--- config.mk ---
export PLATFORM = sky130hd
export DESIGN_NAME = waveform_minmax_decimator_top
export DESIGN_NICKNAME = d
export VERILOG_FILES = /design/src/design/wmd_pkg.sv /design/src/design/wmd_front.sv /design/src/design/wmd_queue.sv /design/src/design/wmd_back.sv /design/src/design/waveform_minmax_decimator_top.sv
export SDC_FILE = /design/constraint.sdc
export NUM_CORES = 1
export LEC_CHECK = 0
export ABC_AREA = 0
export BUFFER_PORTS_ARGS = -buffer_cell sky130_fd_sc_hd__buf_2
export CAP_MARGIN = 20
export CORE_UTILIZATION = 44
export CTS_CLUSTER_DIAMETER = 60
export CTS_CLUSTER_SIZE = 20
export DETAILED_ROUTE_END_ITERATION = 12
export PLACE_DENSITY = 0.67
export REMOVE_ABC_BUFFERS = 1
export SKIP_LAST_GASP = 1
export SLEW_MARGIN = 30
export SYNTH_ARGS = -nofsm -noshare
export SYNTH_HDL_FRONTEND = slang
export SYNTH_SLANG_ARGS = --single-unit
--- constraint.sdc ---
create_clock -name clk -period 9.55 [get_ports clk]
set_input_delay 1.91 -clock clk [delete_from_list [all_inputs] [get_ports clk]]
set_output_delay 1.91 -clock clk [all_outputs]
set_load 0.05 [all_outputs]
--- src/design/wmd_pkg.sv ---
// ----------------------------------------------------------------------------
// wmd_pkg
// Shared types and constants for the min/max waveform decimator.
// ----------------------------------------------------------------------------
package wmd_pkg;

  // field widths
  localparam int SAMPLE_W = 16;
  localparam int SPC_W    = 24;
  localparam int SCAN_W   = 16;
  localparam int COL_W    = 10;
  localparam int HIGH_W   = 15;
  localparam int UPPER_W  = 7;
  localparam int LOWER_W  = 8;
  localparam int PROD_W   = 31;

  // divide by 300 as multiply by reciprocal and shift (exact for 0..32768)
  localparam logic [15:0] DIV_RECIP = 16'd55925;
  localparam int          DIV_SHIFT = 24;

  // column queue between front and back
  localparam int Q_DEPTH = 4;
  localparam int Q_AW    = 2;

  // register indexes
  localparam logic REG_SPC = 1'b0;

  // finished column, raw peaks before scaling
  typedef struct packed {
    logic [HIGH_W-1:0]   high;
    logic [SAMPLE_W-1:0] low_mag;
    logic [COL_W-1:0]    column;
    logic                last;
  } col_rec_t;

endpackage

--- src/design/wmd_front.sv ---
// ----------------------------------------------------------------------------
// wmd_front
// Accepts samples, tracks column position and running peaks, and pushes one
// record per finished column into the queue.
// ----------------------------------------------------------------------------
module wmd_front #(
  parameter int COLUMNS = 600
) (
  input  logic                          clk,
  input  logic                          rst_n,
  input  logic                          in_valid,
  output logic                          in_ready,
  input  logic signed [wmd_pkg::SAMPLE_W-1:0] sample,
  input  logic                          frame_start,
  input  logic [wmd_pkg::SPC_W-1:0]     span,
  input  logic [wmd_pkg::SCAN_W-1:0]    scan,
  output logic                          push_valid,
  input  logic                          push_ready,
  output wmd_pkg::col_rec_t             push_data
);
  import wmd_pkg::*;

  localparam logic [COL_W-1:0] LAST_COL = COL_W'(COLUMNS - 1);

  logic [SPC_W-1:0]           pos_r, pos_nxt;
  logic [COL_W-1:0]           col_r, col_nxt;
  logic [HIGH_W-1:0]          high_r, high_nxt;
  logic signed [SAMPLE_W-1:0] low_r, low_nxt;
  logic                       done_r, done_nxt;

  logic                       accept;
  logic [SPC_W-1:0]           pos_b, pos_inc;
  logic [COL_W-1:0]           col_b;
  logic [HIGH_W-1:0]          high_b, high_upd;
  logic signed [SAMPLE_W-1:0] low_b, low_upd;
  logic                       in_scan, col_end, is_last, active;

  assign in_ready = push_ready;
  assign accept   = in_valid && in_ready;

  // base state, cleared by a frame start
  always_comb begin
    pos_b  = frame_start ? '0 : pos_r;
    col_b  = frame_start ? '0 : col_r;
    high_b = frame_start ? '0 : high_r;
    low_b  = frame_start ? '0 : low_r;
  end

  // peak update within the scanned part of the column
  always_comb begin
    active   = frame_start || !done_r;
    in_scan  = pos_b < SPC_W'(scan);
    high_upd = high_b;
    low_upd  = low_b;
    if (in_scan) begin
      if (!sample[SAMPLE_W-1] && (sample[HIGH_W-1:0] > high_b)) begin
        high_upd = sample[HIGH_W-1:0];
      end
      if (sample < low_b) begin
        low_upd = sample;
      end
    end
    pos_inc = pos_b + SPC_W'(1);
    col_end = pos_inc >= span;
    is_last = col_b == LAST_COL;
  end

  // next state
  always_comb begin
    pos_nxt  = pos_r;
    col_nxt  = col_r;
    high_nxt = high_r;
    low_nxt  = low_r;
    done_nxt = done_r;
    if (accept && active) begin
      done_nxt = 1'b0;
      if (col_end) begin
        pos_nxt  = '0;
        high_nxt = '0;
        low_nxt  = '0;
        if (is_last) begin
          done_nxt = 1'b1;
          col_nxt  = '0;
        end else begin
          col_nxt = col_b + COL_W'(1);
        end
      end else begin
        pos_nxt  = pos_inc;
        col_nxt  = col_b;
        high_nxt = high_upd;
        low_nxt  = low_upd;
      end
    end
  end

  // column record towards the queue
  always_comb begin
    push_valid        = accept && active && col_end;
    push_data.high    = high_upd;
    push_data.low_mag = SAMPLE_W'(0) - low_upd;
    push_data.column  = col_b;
    push_data.last    = is_last;
  end

  always_ff @(posedge clk) begin
    if (!rst_n) begin
      pos_r  <= '0;
      col_r  <= '0;
      high_r <= '0;
      low_r  <= '0;
      done_r <= 1'b0;
    end else begin
      pos_r  <= pos_nxt;
      col_r  <= col_nxt;
      high_r <= high_nxt;
      low_r  <= low_nxt;
      done_r <= done_nxt;
    end
  end

endmodule

--- src/design/wmd_queue.sv ---
// ----------------------------------------------------------------------------
// wmd_queue
// Short register queue of finished column records between front and back.
// ----------------------------------------------------------------------------
module wmd_queue (
  input  logic              clk,
  input  logic              rst_n,
  input  logic              push_valid,
  output logic              push_ready,
  input  wmd_pkg::col_rec_t push_data,
  output logic              pop_valid,
  input  logic              pop_ready,
  output wmd_pkg::col_rec_t pop_data
);
  import wmd_pkg::*;

  col_rec_t        entry_r [Q_DEPTH];
  logic [Q_AW-1:0] wr_ptr_r, rd_ptr_r;
  logic [Q_AW:0]   count_r;
  logic            do_push, do_pop;

  assign push_ready = count_r != (Q_AW+1)'(Q_DEPTH);
  assign pop_valid  = count_r != '0;
  assign pop_data   = entry_r[rd_ptr_r];
  assign do_push    = push_valid && push_ready;
  assign do_pop     = pop_valid && pop_ready;

  // storage
  always_ff @(posedge clk) begin
    if (do_push) begin
      entry_r[wr_ptr_r] <= push_data;
    end
  end

  // pointers and fill count
  always_ff @(posedge clk) begin
    if (!rst_n) begin
      wr_ptr_r <= '0;
      rd_ptr_r <= '0;
      count_r  <= '0;
    end else begin
      if (do_push) begin
        wr_ptr_r <= wr_ptr_r + Q_AW'(1);
      end
      if (do_pop) begin
        rd_ptr_r <= rd_ptr_r + Q_AW'(1);
      end
      if (do_push && !do_pop) begin
        count_r <= count_r + (Q_AW+1)'(1);
      end else if (do_pop && !do_push) begin
        count_r <= count_r - (Q_AW+1)'(1);
      end
    end
  end

endmodule

--- src/design/wmd_back.sv ---
// ----------------------------------------------------------------------------
// wmd_back
// Scales column peaks by 1/300 (reciprocal multiply, then shift) and holds
// the result in the output register.
// ----------------------------------------------------------------------------
module wmd_back (
  input  logic                         clk,
  input  logic                         rst_n,
  input  logic                         pop_valid,
  output logic                         pop_ready,
  input  wmd_pkg::col_rec_t            pop_data,
  output logic                         out_valid,
  input  logic                         out_ready,
  output logic [wmd_pkg::UPPER_W-1:0]  upper_peak,
  output logic [wmd_pkg::LOWER_W-1:0]  lower_peak,
  output logic [wmd_pkg::COL_W-1:0]    column_index,
  output logic                         last_column
);
  import wmd_pkg::*;

  logic              s1_valid_r;
  logic [PROD_W-1:0] s1_up_prod_r, s1_lo_prod_r;
  logic [COL_W-1:0]  s1_col_r;
  logic              s1_last_r;

  logic               out_valid_r;
  logic [UPPER_W-1:0] out_upper_r;
  logic [LOWER_W-1:0] out_lower_r;
  logic [COL_W-1:0]   out_col_r;
  logic               out_last_r;

  logic               out_adv, s1_adv;
  logic [UPPER_W-1:0] up_q, lo_q;

  assign out_adv   = !out_valid_r || out_ready;
  assign s1_adv    = !s1_valid_r || out_adv;
  assign pop_ready = s1_adv;

  assign up_q = s1_up_prod_r[DIV_SHIFT +: UPPER_W];
  assign lo_q = s1_lo_prod_r[DIV_SHIFT +: UPPER_W];

  // multiply stage
  always_ff @(posedge clk) begin
    if (s1_adv) begin
      s1_up_prod_r <= PROD_W'(pop_data.high) * PROD_W'(DIV_RECIP);
      s1_lo_prod_r <= PROD_W'(pop_data.low_mag) * PROD_W'(DIV_RECIP);
      s1_col_r     <= pop_data.column;
      s1_last_r    <= pop_data.last;
    end
  end

  // output register
  always_ff @(posedge clk) begin
    if (out_adv) begin
      out_upper_r <= up_q;
      out_lower_r <= LOWER_W'(0) - LOWER_W'(lo_q);
      out_col_r   <= s1_col_r;
      out_last_r  <= s1_last_r;
    end
  end

  // stage valid flags
  always_ff @(posedge clk) begin
    if (!rst_n) begin
      s1_valid_r  <= 1'b0;
      out_valid_r <= 1'b0;
    end else begin
      if (s1_adv) begin
        s1_valid_r <= pop_valid;
      end
      if (out_adv) begin
        out_valid_r <= s1_valid_r;
      end
    end
  end

  assign out_valid    = out_valid_r;
  assign upper_peak   = out_upper_r;
  assign lower_peak   = out_lower_r;
  assign column_index = out_col_r;
  assign last_column  = out_last_r;

endmodule

--- src/design/waveform_minmax_decimator_top.sv ---
// ----------------------------------------------------------------------------
// waveform_minmax_decimator_top
// Reduces a signed 16-bit sample stream to a min/max display envelope.
// ----------------------------------------------------------------------------
// Usage:
//   in_*  : one sample per beat, tdata = sample_value, tuser = frame_start.
//   out_* : one beat per finished column; tdata holds upper_peak, lower_peak
//           and column_index, tlast marks the final column of the frame.
//   cfg_* : APB register samples_per_column at byte address 0 (reset 1).
//   Throughput is one sample per cycle; the peak tracker in the front part
//   takes a sample every cycle as long as the column queue has room.
//   The result of the beat that ends a column passes through the queue, the
//   reciprocal multiply and the output register on its way to out_*.
//   When the receiver stalls the result holds in the output register, the
//   multiply stage and the four-entry queue fill behind it, and in_tready
//   falls only once the queue is full.
//   After reset samples build column zero even without frame_start; once the
//   last column is out, samples are dropped until one carries frame_start.
//   No clearing pass is needed after reset.
// ----------------------------------------------------------------------------
module waveform_minmax_decimator_top #(
  parameter int COLUMNS  = 600,
  parameter int SCAN_CAP = 200
) (
  input  logic        clk,
  input  logic        rst_n,
  // sample input
  input  logic        in_tvalid,
  output logic        in_tready,
  input  logic [15:0] in_tdata,   // [15:0] sample_value
  input  logic        in_tuser,   // [0] frame_start
  // column results
  output logic        out_tvalid,
  input  logic        out_tready,
  output logic [31:0] out_tdata,  // [6:0] upper_peak, [14:7] lower_peak,
                                  // [24:15] column_index, rest zero
  output logic        out_tlast,
  // configuration
  input  logic        cfg_psel,
  input  logic        cfg_penable,
  input  logic        cfg_pwrite,
  input  logic [2:0]  cfg_paddr,
  input  logic [31:0] cfg_pwdata,
  output logic [31:0] cfg_prdata,
  output logic        cfg_pready
);
  import wmd_pkg::*;

  localparam logic [SPC_W-1:0] SCAN_CAP_V = SPC_W'(SCAN_CAP);

  logic [SPC_W-1:0]  spc_r, spc_nxt;
  logic [SPC_W-1:0]  span_r, span_nxt;
  logic [SCAN_W-1:0] scan_r, scan_nxt;
  logic              cfg_wr;

  logic              push_valid, push_ready, pop_valid, pop_ready;
  col_rec_t          push_data, pop_data;
  logic [UPPER_W-1:0] upper_peak;
  logic [LOWER_W-1:0] lower_peak;
  logic [COL_W-1:0]   column_index;

  // register write and derived column lengths
  assign cfg_pready = 1'b1;
  assign cfg_wr     = cfg_psel && cfg_penable && cfg_pwrite && cfg_pready &&
                      (cfg_paddr[2] == REG_SPC);

  always_comb begin
    spc_nxt  = cfg_pwdata[SPC_W-1:0];
    span_nxt = (spc_nxt == '0) ? SPC_W'(1) : spc_nxt;
    scan_nxt = (span_nxt < SCAN_CAP_V) ? span_nxt[SCAN_W-1:0]
                                       : SCAN_CAP_V[SCAN_W-1:0];
  end

  always_ff @(posedge clk) begin
    if (!rst_n) begin
      spc_r  <= SPC_W'(1);
      span_r <= SPC_W'(1);
      scan_r <= SCAN_W'(1);
    end else if (cfg_wr) begin
      spc_r  <= spc_nxt;
      span_r <= span_nxt;
      scan_r <= scan_nxt;
    end
  end

  // register read
  assign cfg_prdata = (cfg_paddr[2] == REG_SPC) ? {8'b0, spc_r} : 32'b0;

  wmd_front #(
    .COLUMNS (COLUMNS)
  ) u_front (
    .clk         (clk),
    .rst_n       (rst_n),
    .in_valid    (in_tvalid),
    .in_ready    (in_tready),
    .sample      (in_tdata),
    .frame_start (in_tuser),
    .span        (span_r),
    .scan        (scan_r),
    .push_valid  (push_valid),
    .push_ready  (push_ready),
    .push_data   (push_data)
  );

  wmd_queue u_queue (
    .clk        (clk),
    .rst_n      (rst_n),
    .push_valid (push_valid),
    .push_ready (push_ready),
    .push_data  (push_data),
    .pop_valid  (pop_valid),
    .pop_ready  (pop_ready),
    .pop_data   (pop_data)
  );

  wmd_back u_back (
    .clk          (clk),
    .rst_n        (rst_n),
    .pop_valid    (pop_valid),
    .pop_ready    (pop_ready),
    .pop_data     (pop_data),
    .out_valid    (out_tvalid),
    .out_ready    (out_tready),
    .upper_peak   (upper_peak),
    .lower_peak   (lower_peak),
    .column_index (column_index),
    .last_column  (out_tlast)
  );

  // pack result fields
  assign out_tdata = {7'b0, column_index, lower_peak, upper_peak};

endmodule

==> metrics.txt, run 1 <==
vias per inst=5.187; Iter 0 DRT Violations=1026; CTS resizes=0; Seq cells post-synth=360; setup slack, reg-to-reg=about 1.8 ns; fraction of layout cells with a size suffix above 1=0.1052; Worst Path Max Fanout=31; share of synthesized registers carrying an async set or reset=0; setup TNS=0 ns; EDFF count, synth=approximately 220; HPWL after DPL=39.46 mm; drt first pass iters=5; routed len/inst=16.30 um; CTS Buf Count=27; post-CTS setup buffer count=0; initial cell density of the core=0.4462; count of hold-fix buffers inserted at cts=0; final hold vios=0; Slew Limit Fails=0; Root Driver=clkbuf_16; sequential fraction of the synthesis area=0.3736; Clock Path Buffers=3; filler cell count=around 5000; # IOs=127; crit path time final=~7.8 ns; crit path DAT=8.07 ns; ANT nets after route=0; Die Height=241.1 um; reg2reg end=u_back.s1_lo_prod_r[29]; fmax=0.1289 GHz; Global Route Usage Sum=0.1803; PortBufs=100; Core ar.=56390 sq um; distinct cell type count after synthesis=83; P&R area growth vs syn=8.504%; outcome=finished, final reports clean; startpoint type of the worst setup path=register; Post-Synthesis Cells=between 2000 and 2500; first-pass GRT wire length=83.95 mm; final setup fails=0; clk_lat worst skew=between 0.5 and 0.6 ns; Die ar.=around 58000 sq um; top_reg_cell synth=edfxtp_1; Slew @ Worst Pin=0.9545 ns; Hold WC Path Type=register to register; Yosys warning count=0; H-Tree Depth=1; vias in the first global route=16600; WL final=slightly above 50 mm; Die X=241.1 um; RSZ-0062 raised after global routing=no; pin count of the biggest net entering global routing=92; Congestion Overflow GR=0; Synth Cell Area=25160 sq um; crit end category=register; drt drc=0; Placer Congestion=0.8795; Reg2Reg Depth=19; Clock Skew=0.03269 ns; Max-Slew Margin vs Limit=0.3637; CTS tree=done; initial antenna violation count=7; syn_area_per_cell=11.19 sq um; Tcrit/Tclk final=0.8125; Required @ worst endpoint=9.86 ns; clk sink count=360; max_cap viols=0; Clock transition at path regs=0.08 ns; via count=16110; # nets final=2893; Crit Path Class=register to register; # rows=87; Critical Path Sink=u_back.s1_lo_prod_r[29]
cells in the mapped netlist, types with 4 or more instances:
cell type	instances	area [sq um]
nor3_1	30	150.1
xor2_1	27	236.5
inv_1	380	1426
xnor2_1	45	394.1
nor2b_1	55	344.1
a21oi_1	127	635.6
clkbuf_1	40	150.1
o21ai_1	15	75.07
a22o_1	31	271.5
a21o_1	25	187.7
buf_4	18	135.1
dfxtp_1	141	2823
and3_1	9	56.30
nand3_1	66	330.3
buf_1	6	22.52
fa_1	190	3804
edfxtp_1	219	6576
nand4_1	23	143.9
nor2_1	77	289.0
mux4_2	44	991.0
mux2i_1	18	180.2
or3_1	7	43.79
buf_2	16	80.08
a221oi_1	4	35.03
o211ai_1	7	52.55
and4_1	4	35.03
o21ai_0	22	110.1
ha_1	317	3966
a211oi_1	9	67.56
nand2b_1	9	56.30
nand3b_1	6	45.04
o21a_1	6	45.04
nor4_1	12	75.07
nand2_1	169	634.4
how the worst min path moves through the flow:
stage                            startpoint                endpoint  slack [ns]  cells past startpoint
floorplan                u_back.s1_col_r[0]  u_back.column_index[0]        0.40                      0
global placement         u_back.s1_col_r[2]  u_back.column_index[2]        0.40                      0
detailed placement  u_back.s1_up_prod_r[25]    u_back.upper_peak[1]        0.40                      0
CTS                 u_back.s1_up_prod_r[25]    u_back.upper_peak[1]        0.42                      0
global route        u_back.s1_up_prod_r[28]    u_back.upper_peak[4]        0.43                      0
finish              u_back.s1_up_prod_r[25]    u_back.upper_peak[1]        0.42                      0
cells by family (layout without fill, tap and decap cells):
group	count (synthesis)	count (layout)	share of synthesized area
AND/OR/NAND/NOR	493	493	0.09798
buffers and inverters	467	553	0.07380
multiplexers	65	65	0.04819
adder cells (fa/ha/maj)	507	507	0.3088
flip-flops	360	360	0.3736
XOR/XNOR	72	72	0.02507
other	2	18	0.0002985
AO/OA/AOI/OAI	282	282	0.07221
state kept, by name, indices dropped and copies added (netlist names), 2 cells and up, named ones only:
register / flops
u_front.col_r: 10
u_front.pos_r: 24
u_front.high_r: 15
u_queue.rd_ptr_r: 2
u_back.s1_up_prod_r: 7
u_front.low_r: 16
u_back.upper_peak: 7
u_back.s1_col_r: 10
u_queue.entry_r: 168
u_back.lower_peak: 8
scan_r: 16
u_back.column_index: 10
u_back.s1_lo_prod_r: 7
span_r: 24
u_queue.count_r: 3
u_queue.wr_ptr_r: 2
spc_r: 24
cell usage in the layout, fill, tap and decap left out, types with 18 or more instances in the layout:
| cell type | count |
|---|---|
| xor2_1 | 27 |
| ha_1 | 317 |
| a21oi_1 | 125 |
| nand4_1 | 23 |
| inv_1 | 380 |
| clkbuf_16 | 28 |
| buf_2 | 100 |
| nor2_1 | 76 |
| nor3_1 | 30 |
| dfxtp_1 | 139 |
| o21ai_0 | 22 |
| mux2i_1 | 18 |
| mux4_2 | 44 |
| buf_4 | 18 |
| fa_1 | 190 |
| nand3_1 | 66 |
| edfxtp_1 | 219 |
| nor2b_1 | 55 |
| a21o_1 | 25 |
| xnor2_1 | 45 |
| nand2_1 | 169 |
| a22o_1 | 31 |
per-layer routing:
metal	global-route usage	wire (um)	vias up
met5	0	80	-
met4	0.04008	1050	12
met3	0.02665	2110	66
met2	0.3143	24630	319
met1	0.2364	22770	7927
li1	-	-	7788
through the flow:
step | utilization | hold slack (ns) | std cells | worst slack (ns) | instance area [sq um]
6_report | 0.4841 | 0.4212 | 3106 | 1.790 | 27300
2_1_floorplan | - | 0.4003 | 2180 | 1.584 | 24800
4_1_cts | 0.4840 | 0.4225 | 3104 | 1.642 | 27290
5_1_grt | 0.4841 | 0.4260 | 3105 | 1.243 | 27290
3_3_place_gp | 0.4681 | 0.4032 | 3054 | 1.825 | 26400
3_5_place_dp | 0.4682 | 0.4045 | 3054 | 1.684 | 26400
cell type report:
type	count	area, sq um	share of cell area
Inverter	385	1446	0.05299
Tap cell	756	945.9	0.03465
Sequential cell	360	9402	0.3444
Clock inverter	14	152.6	0.005592
Multi-Input combinational cell	1435	13970	0.5118
Clock buffer	36	740.7	0.02713
Timing Repair Buffer	118	635.6	0.02328
Antenna cell	2	5.005	0.0001833
worst max-delay path: stages, from the launching register on:
cell	delay, ns
dfxtp_2	0.65
buf_4	0.60
mux4_2	0.73
inv_1	0.20
fa_1	0.47
fa_1	0.52
inv_1	0.06
fa_1	0.52
fa_1	0.44
fa_1	0.49
ha_1	0.32
ha_1	0.30
nand3_1	0.10
nor2_1	0.31
o311ai_1	0.29
a2111oi_0	0.86
o2111ai_1	0.22
nand3b_1	0.17
a21oi_1	0.09
xnor2_1	0.13
Power of run 1 is left out: the tool's default activity adds up to more than one toggle a clock period on the data nets, which glitch-free logic cannot reach.
==> run 2, diff against run 1 <==
==> constraint.sdc (replaced) <==
create_clock -name clk -period 7.8 [get_ports clk]
set_input_delay 1.56 -clock clk [delete_from_list [all_inputs] [get_ports clk]]
set_output_delay 1.56 -clock clk [all_outputs]
set_load 0.05 [all_outputs]
==> run 2 against run 1 <==
Against the previous run: sequential cell count unchanged; final cell count about the same; critical path depth increased by 3.
==> metrics.txt, run 2 (synthesis results as in run 1) <==
outcome=finished, final reports clean; PortBufs=100; commonest non-fill, non-tap cell in the layout=inv_1; crit end category=register; Largest register FFs=168; WL final=between 50 and 60 mm; clk sink count=360; RSZ-0062 raised after global routing=no; fraction of layout cells with a size suffix above 1=0.1044; reg2reg end=u_back.s1_lo_prod_r[29]; final setup fails=0; vias in the first global route=approximately 17000; Required @ worst endpoint=8.12 ns; Die ar.=58140 sq um; # nets final=2897; final hold vios=0; ANT nets after route=0; hold slack=0.4238 ns; min-delay src=u_back.s1_col_r[8]; crit path time final=slightly above 7 ns; vias per inst=between 5 and 6; routed len/inst=16.36 um; H-Tree Depth=1; startpoint type of the worst setup path=register; crit-path leading delay family=adder cells; # rows=87; Placer Congestion=~0.87; Slew Limit Fails=0; max_cap viols=0; fmax=0.1385 GHz; Reg2Reg Depth=22; crit path DAT=7.54 ns; Tcrit/Tclk final=0.9257; drt drc=0; filler cell count=between 5000 and 6000; design area=between 20000 and 30000 sq um; Worst Path Max Fanout=11; Congestion Overflow GR=0; Post-DP Area=around 26000 sq um; Worst Setup Slack, final=0.5792 ns; setup slack, reg-to-reg=0.58 ns; # IOs=127; Slew @ Worst Pin=0.8800 ns; Max-Slew Margin vs Limit=0.4079; Die Height=between 200 and 250 um; pin count of the biggest net entering global routing=62; crit-path cells=buf_4 -> mux4_2 -> inv_1 -> fa_1 -> fa_1 -> fa_1 -> inv_1 -> fa_1 -> fa_1 -> inv_1 -> fa_1 -> inv_1 -> ha_1 -> nand3_1 -> nor2_1 -> o311ai_1 -> a2111oi_0 -> buf_4 -> o2111ai_1 -> nand3b_1 -> a21oi_1 -> xnor2_1; WP buf/inv=6; slowest library cell on the worst path=mux4_2; Core ar.=approximately 56000 sq um; CTS tree=done; post-CTS setup buffer count=0; P&R area growth vs syn=8.221%; first-pass GRT wire length=between 80 and 90 mm; Iter 0 DRT Violations=slightly below 900; Global Route Usage Sum=0.1818; Die X=241.1 um; most used cell along the critical path=fa_1; Clock Skew=0.01002 ns; Root Driver=clkbuf_16; HPWL after DPL=39.49 mm; Crit Path Class=register to register; Clock Path Buffers=3; Clock transition at path regs=~0.08 ns; initial cell density of the core=0.4462; drt first pass iters=5; Critical Path Sink=u_back.s1_lo_prod_r[29]; Hold WC Path Type=register to register; CTS Buf Count=24; CP max stage delay=0.68 ns; clk_lat worst skew=0.56 ns; Top reg by flops=u_queue.entry_r; Worst path depth=22; pre-CTS setup slack=0.4367 ns; initial antenna violation count=8; via count=16060; most frequent cells in the layout=380 x inv_1, 317 x ha_1, 219 x edfxtp_1
run 2: area by class of cell:
cell class                 instances  area [sq um]  share of cell area
antenna                            3         7.507           0.0002757
clock buffer                      30         648.1             0.02381
clock inverter                    11         117.6            0.004320
inverter                         385          1446             0.05313
multi-input combinational       1435         13970              0.5130
sequential                       360          9402              0.3453
tap                              756         945.9             0.03474
timing repair buffer             125         691.9             0.02541
run 2: what timing repair did:
action / in CTS / in global routing
setup endpoints to repair: 0 / 2
gates resized for setup: 0 / 1
hold buffers: 0 / 0
run 2: worst min path at each step:
| stage | endpoint | slack, ns | depth (start not counted) |
|---|---|---|---|
| floorplan | u_back.column_index[0] | 0.40 | 0 |
| global placement | u_back.column_index[2] | 0.40 | 0 |
| detailed placement | u_back.column_index[1] | 0.40 | 0 |
| CTS | u_back.column_index[1] | 0.42 | 0 |
| global route | u_back.column_index[3] | 0.42 | 0 |
| finish | u_back.column_index[8] | 0.42 | 0 |
run 2: per-stage QoR:
step           std cells    util  setup TNS [ns]
3_3_place_gp        3061  0.4691               0
5_1_grt             3105  0.4828               0
6_report            3105  0.4828               0
4_1_cts             3102  0.4826               0
2_1_floorplan       2180       -         -0.2520
3_5_place_dp        3061  0.4691               0
run 2: layer usage:
layer	routed length [um]	global-route usage	vias up	part of all wire
met4	980	0.03855	10	0.019
met2	24820	0.3217	292	0.49
li1	-	-	7799	-
met5	69	0	-	0.0014
met3	2182	0.02825	71	0.043
met1	22740	0.2339	7883	0.45
Power of run 2 is left out for the same reason.
==> run 3, diff against run 2 <==
--- a/config.mk
+++ b/config.mk
@@ -8,11 +8,11 @@
 export ABC_AREA = 0
 export BUFFER_PORTS_ARGS = -buffer_cell sky130_fd_sc_hd__buf_2
 export CAP_MARGIN = 20
-export CORE_UTILIZATION = 44
+export CORE_UTILIZATION = 63
 export CTS_CLUSTER_DIAMETER = 60
 export CTS_CLUSTER_SIZE = 20
 export DETAILED_ROUTE_END_ITERATION = 12
-export PLACE_DENSITY = 0.67
+export PLACE_DENSITY = 0.89
 export REMOVE_ABC_BUFFERS = 1
 export SKIP_LAST_GASP = 1
 export SLEW_MARGIN = 30
==> run 3 against run 2 <==
Against the previous run: routed wire length increased by 5.1%; register-to-register slack got worse by 0.03 ns; sequential share of layout area increased by 0.45 points; via count increased by 3.7%; first-iteration DRC count increased by 82%.
==> metrics.txt, run 3 (synthesis results as in run 1) <==
Clock Skew=0.02372 ns; pre-CTS setup slack=approximately 0.44 ns; Die X=between 200 and 250 um; Congestion Overflow GR=0; Tcrit/Tclk final=0.9295; most frequent cells in the layout=379 x inv_1, 317 x ha_1, 219 x edfxtp_1; Clock transition at path regs=0.08 ns; RSZ-0062 raised after global routing=no; Worst Path Max Fanout=31; setup slack, reg-to-reg=0.55 ns; Slew Limit Fails=0; final hold vios=0; PortBufs=100; Largest register FFs=roughly 170; Global Route Usage Sum=0.2701; Clock Path Buffers=3; fin util=0.6890; clk sink count=360; CP max stage delay=0.70 ns; Iter 0 DRT Violations=1582; vias per inst=slightly below 6; most used cell along the critical path=fa_1; crit path time final=7.250 ns; commonest non-fill, non-tap cell in the layout=inv_1; startpoint type of the worst setup path=register; Required @ worst endpoint=8.09 ns; CTS Buf Count=24; max_cap viols=0; Die Height=201.8 um; # nets final=2894; Worst Setup Slack, final=0.5498 ns; drt drc=0; pin count of the biggest net entering global routing=59; slowest library cell on the worst path=mux4_2; H-Tree Depth=1; first-pass GRT wire length=88.39 mm; Placer Congestion=0.9219; CTS tree=done; crit-path leading delay family=adder cells; initial cell density of the core=0.6450; vias in the first global route=17620; Core ar.=39010 sq um; HPWL after DPL=40.69 mm; # rows=72; WL final=between 50 and 60 mm; clk_lat worst skew=around 0.55 ns; routed len/inst=18.62 um; fmax=0.1379 GHz; Die ar.=40740 sq um; drt first pass iters=5; Placed Cells=2820; ANT nets after route=0; Top reg by flops=u_queue.entry_r; Crit Path Class=register to register; fraction of layout cells with a size suffix above 1=0.1019; P&R area growth vs syn=6.829%; crit end category=register; Root Driver=clkbuf_16; outcome=finished, final reports clean; crit-path cells=buf_6 -> mux4_2 -> inv_1 -> fa_1 -> fa_1 -> inv_1 -> fa_1 -> fa_1 -> fa_1 -> ha_1 -> ha_1 -> nand3_1 -> nor2_1 -> o311ai_1 -> a2111oi_0 -> buf_4 -> o2111ai_1 -> nand3b_1 -> a21oi_1 -> xnor2_1; non-filler instance count after layout=2866; WP buf/inv=4; crit path DAT=approximately 7.5 ns; final setup fails=0; Max-Slew Margin vs Limit=0.3723; Slew @ Worst Pin=0.9329 ns; via count=16650; Hold WC Path Type=register to register; initial antenna violation count=7; # IOs=127
run 3: changes by cell type in the layout (fill, tap and decap cells not counted), sizes merged:
| cell | previous run | this run |
|---|---|---|
| inv | 388 | 389 |
| clkinvlp | 1 | 0 |
| diode | 3 | 2 |
| clkinv | 5 | 3 |
| bufinv | 2 | 0 |
| buf | 125 | 122 |
| clkbuf | 30 | 37 |
run 3: path summary, 6_finish.rpt:
path / start / end / cells past startpoint
setup / recovery: register / u_back.s1_lo_prod_r[29] / 20
hold / removal: u_back.s1_col_r[6] / u_back.column_index[6] / 0
setup reg to reg: register / u_back.s1_lo_prod_r[29] / 20
hold reg to reg: u_back.s1_col_r[6] / u_back.column_index[6] / 0
run 3: timing repair:
action / CTS / global route
endpoints found under the hold margin: 0 / 0
resized for setup: 0 / 1
endpoints found under the setup margin: 0 / 2
setup buffers: 0 / 0
hold buffers: 0 / 0
run 3: stage by stage:
step	hold WS, ns	area (sq um)	setup TNS [ns]
floorplan	0.4003	24800	-0.2520
finish	0.4229	26880	0
detailed placement	0.4045	26130	0
CTS	0.4235	26870	0
global placement	0.4010	26130	0
global route	0.4338	26880	0
run 3: per-layer routing:
metal / share of wire / vias to the layer above / track usage
met5: 0.0014 / - / 0
met4: 0.033 / 10 / 0.08902
met3: 0.055 / 123 / 0.03628
met2: 0.51 / 564 / 0.4812
met1: 0.40 / 8175 / 0.3391
li1: - / 7780 / -
run 3: final cells by class:
type | count | area (sq um)
multi-input cells | 1435 | 13960
clock buffers | 37 | 659.4
diodes | 2 | 5.005
repair buffers | 122 | 669.4
well taps | 518 | 648.1
fillers | 2639 | 12130
inverters | 385 | 1446
flip-flops and latches | 360 | 9402
clock inverters | 7 | 82.58
Power of run 3 is left out for the same reason.
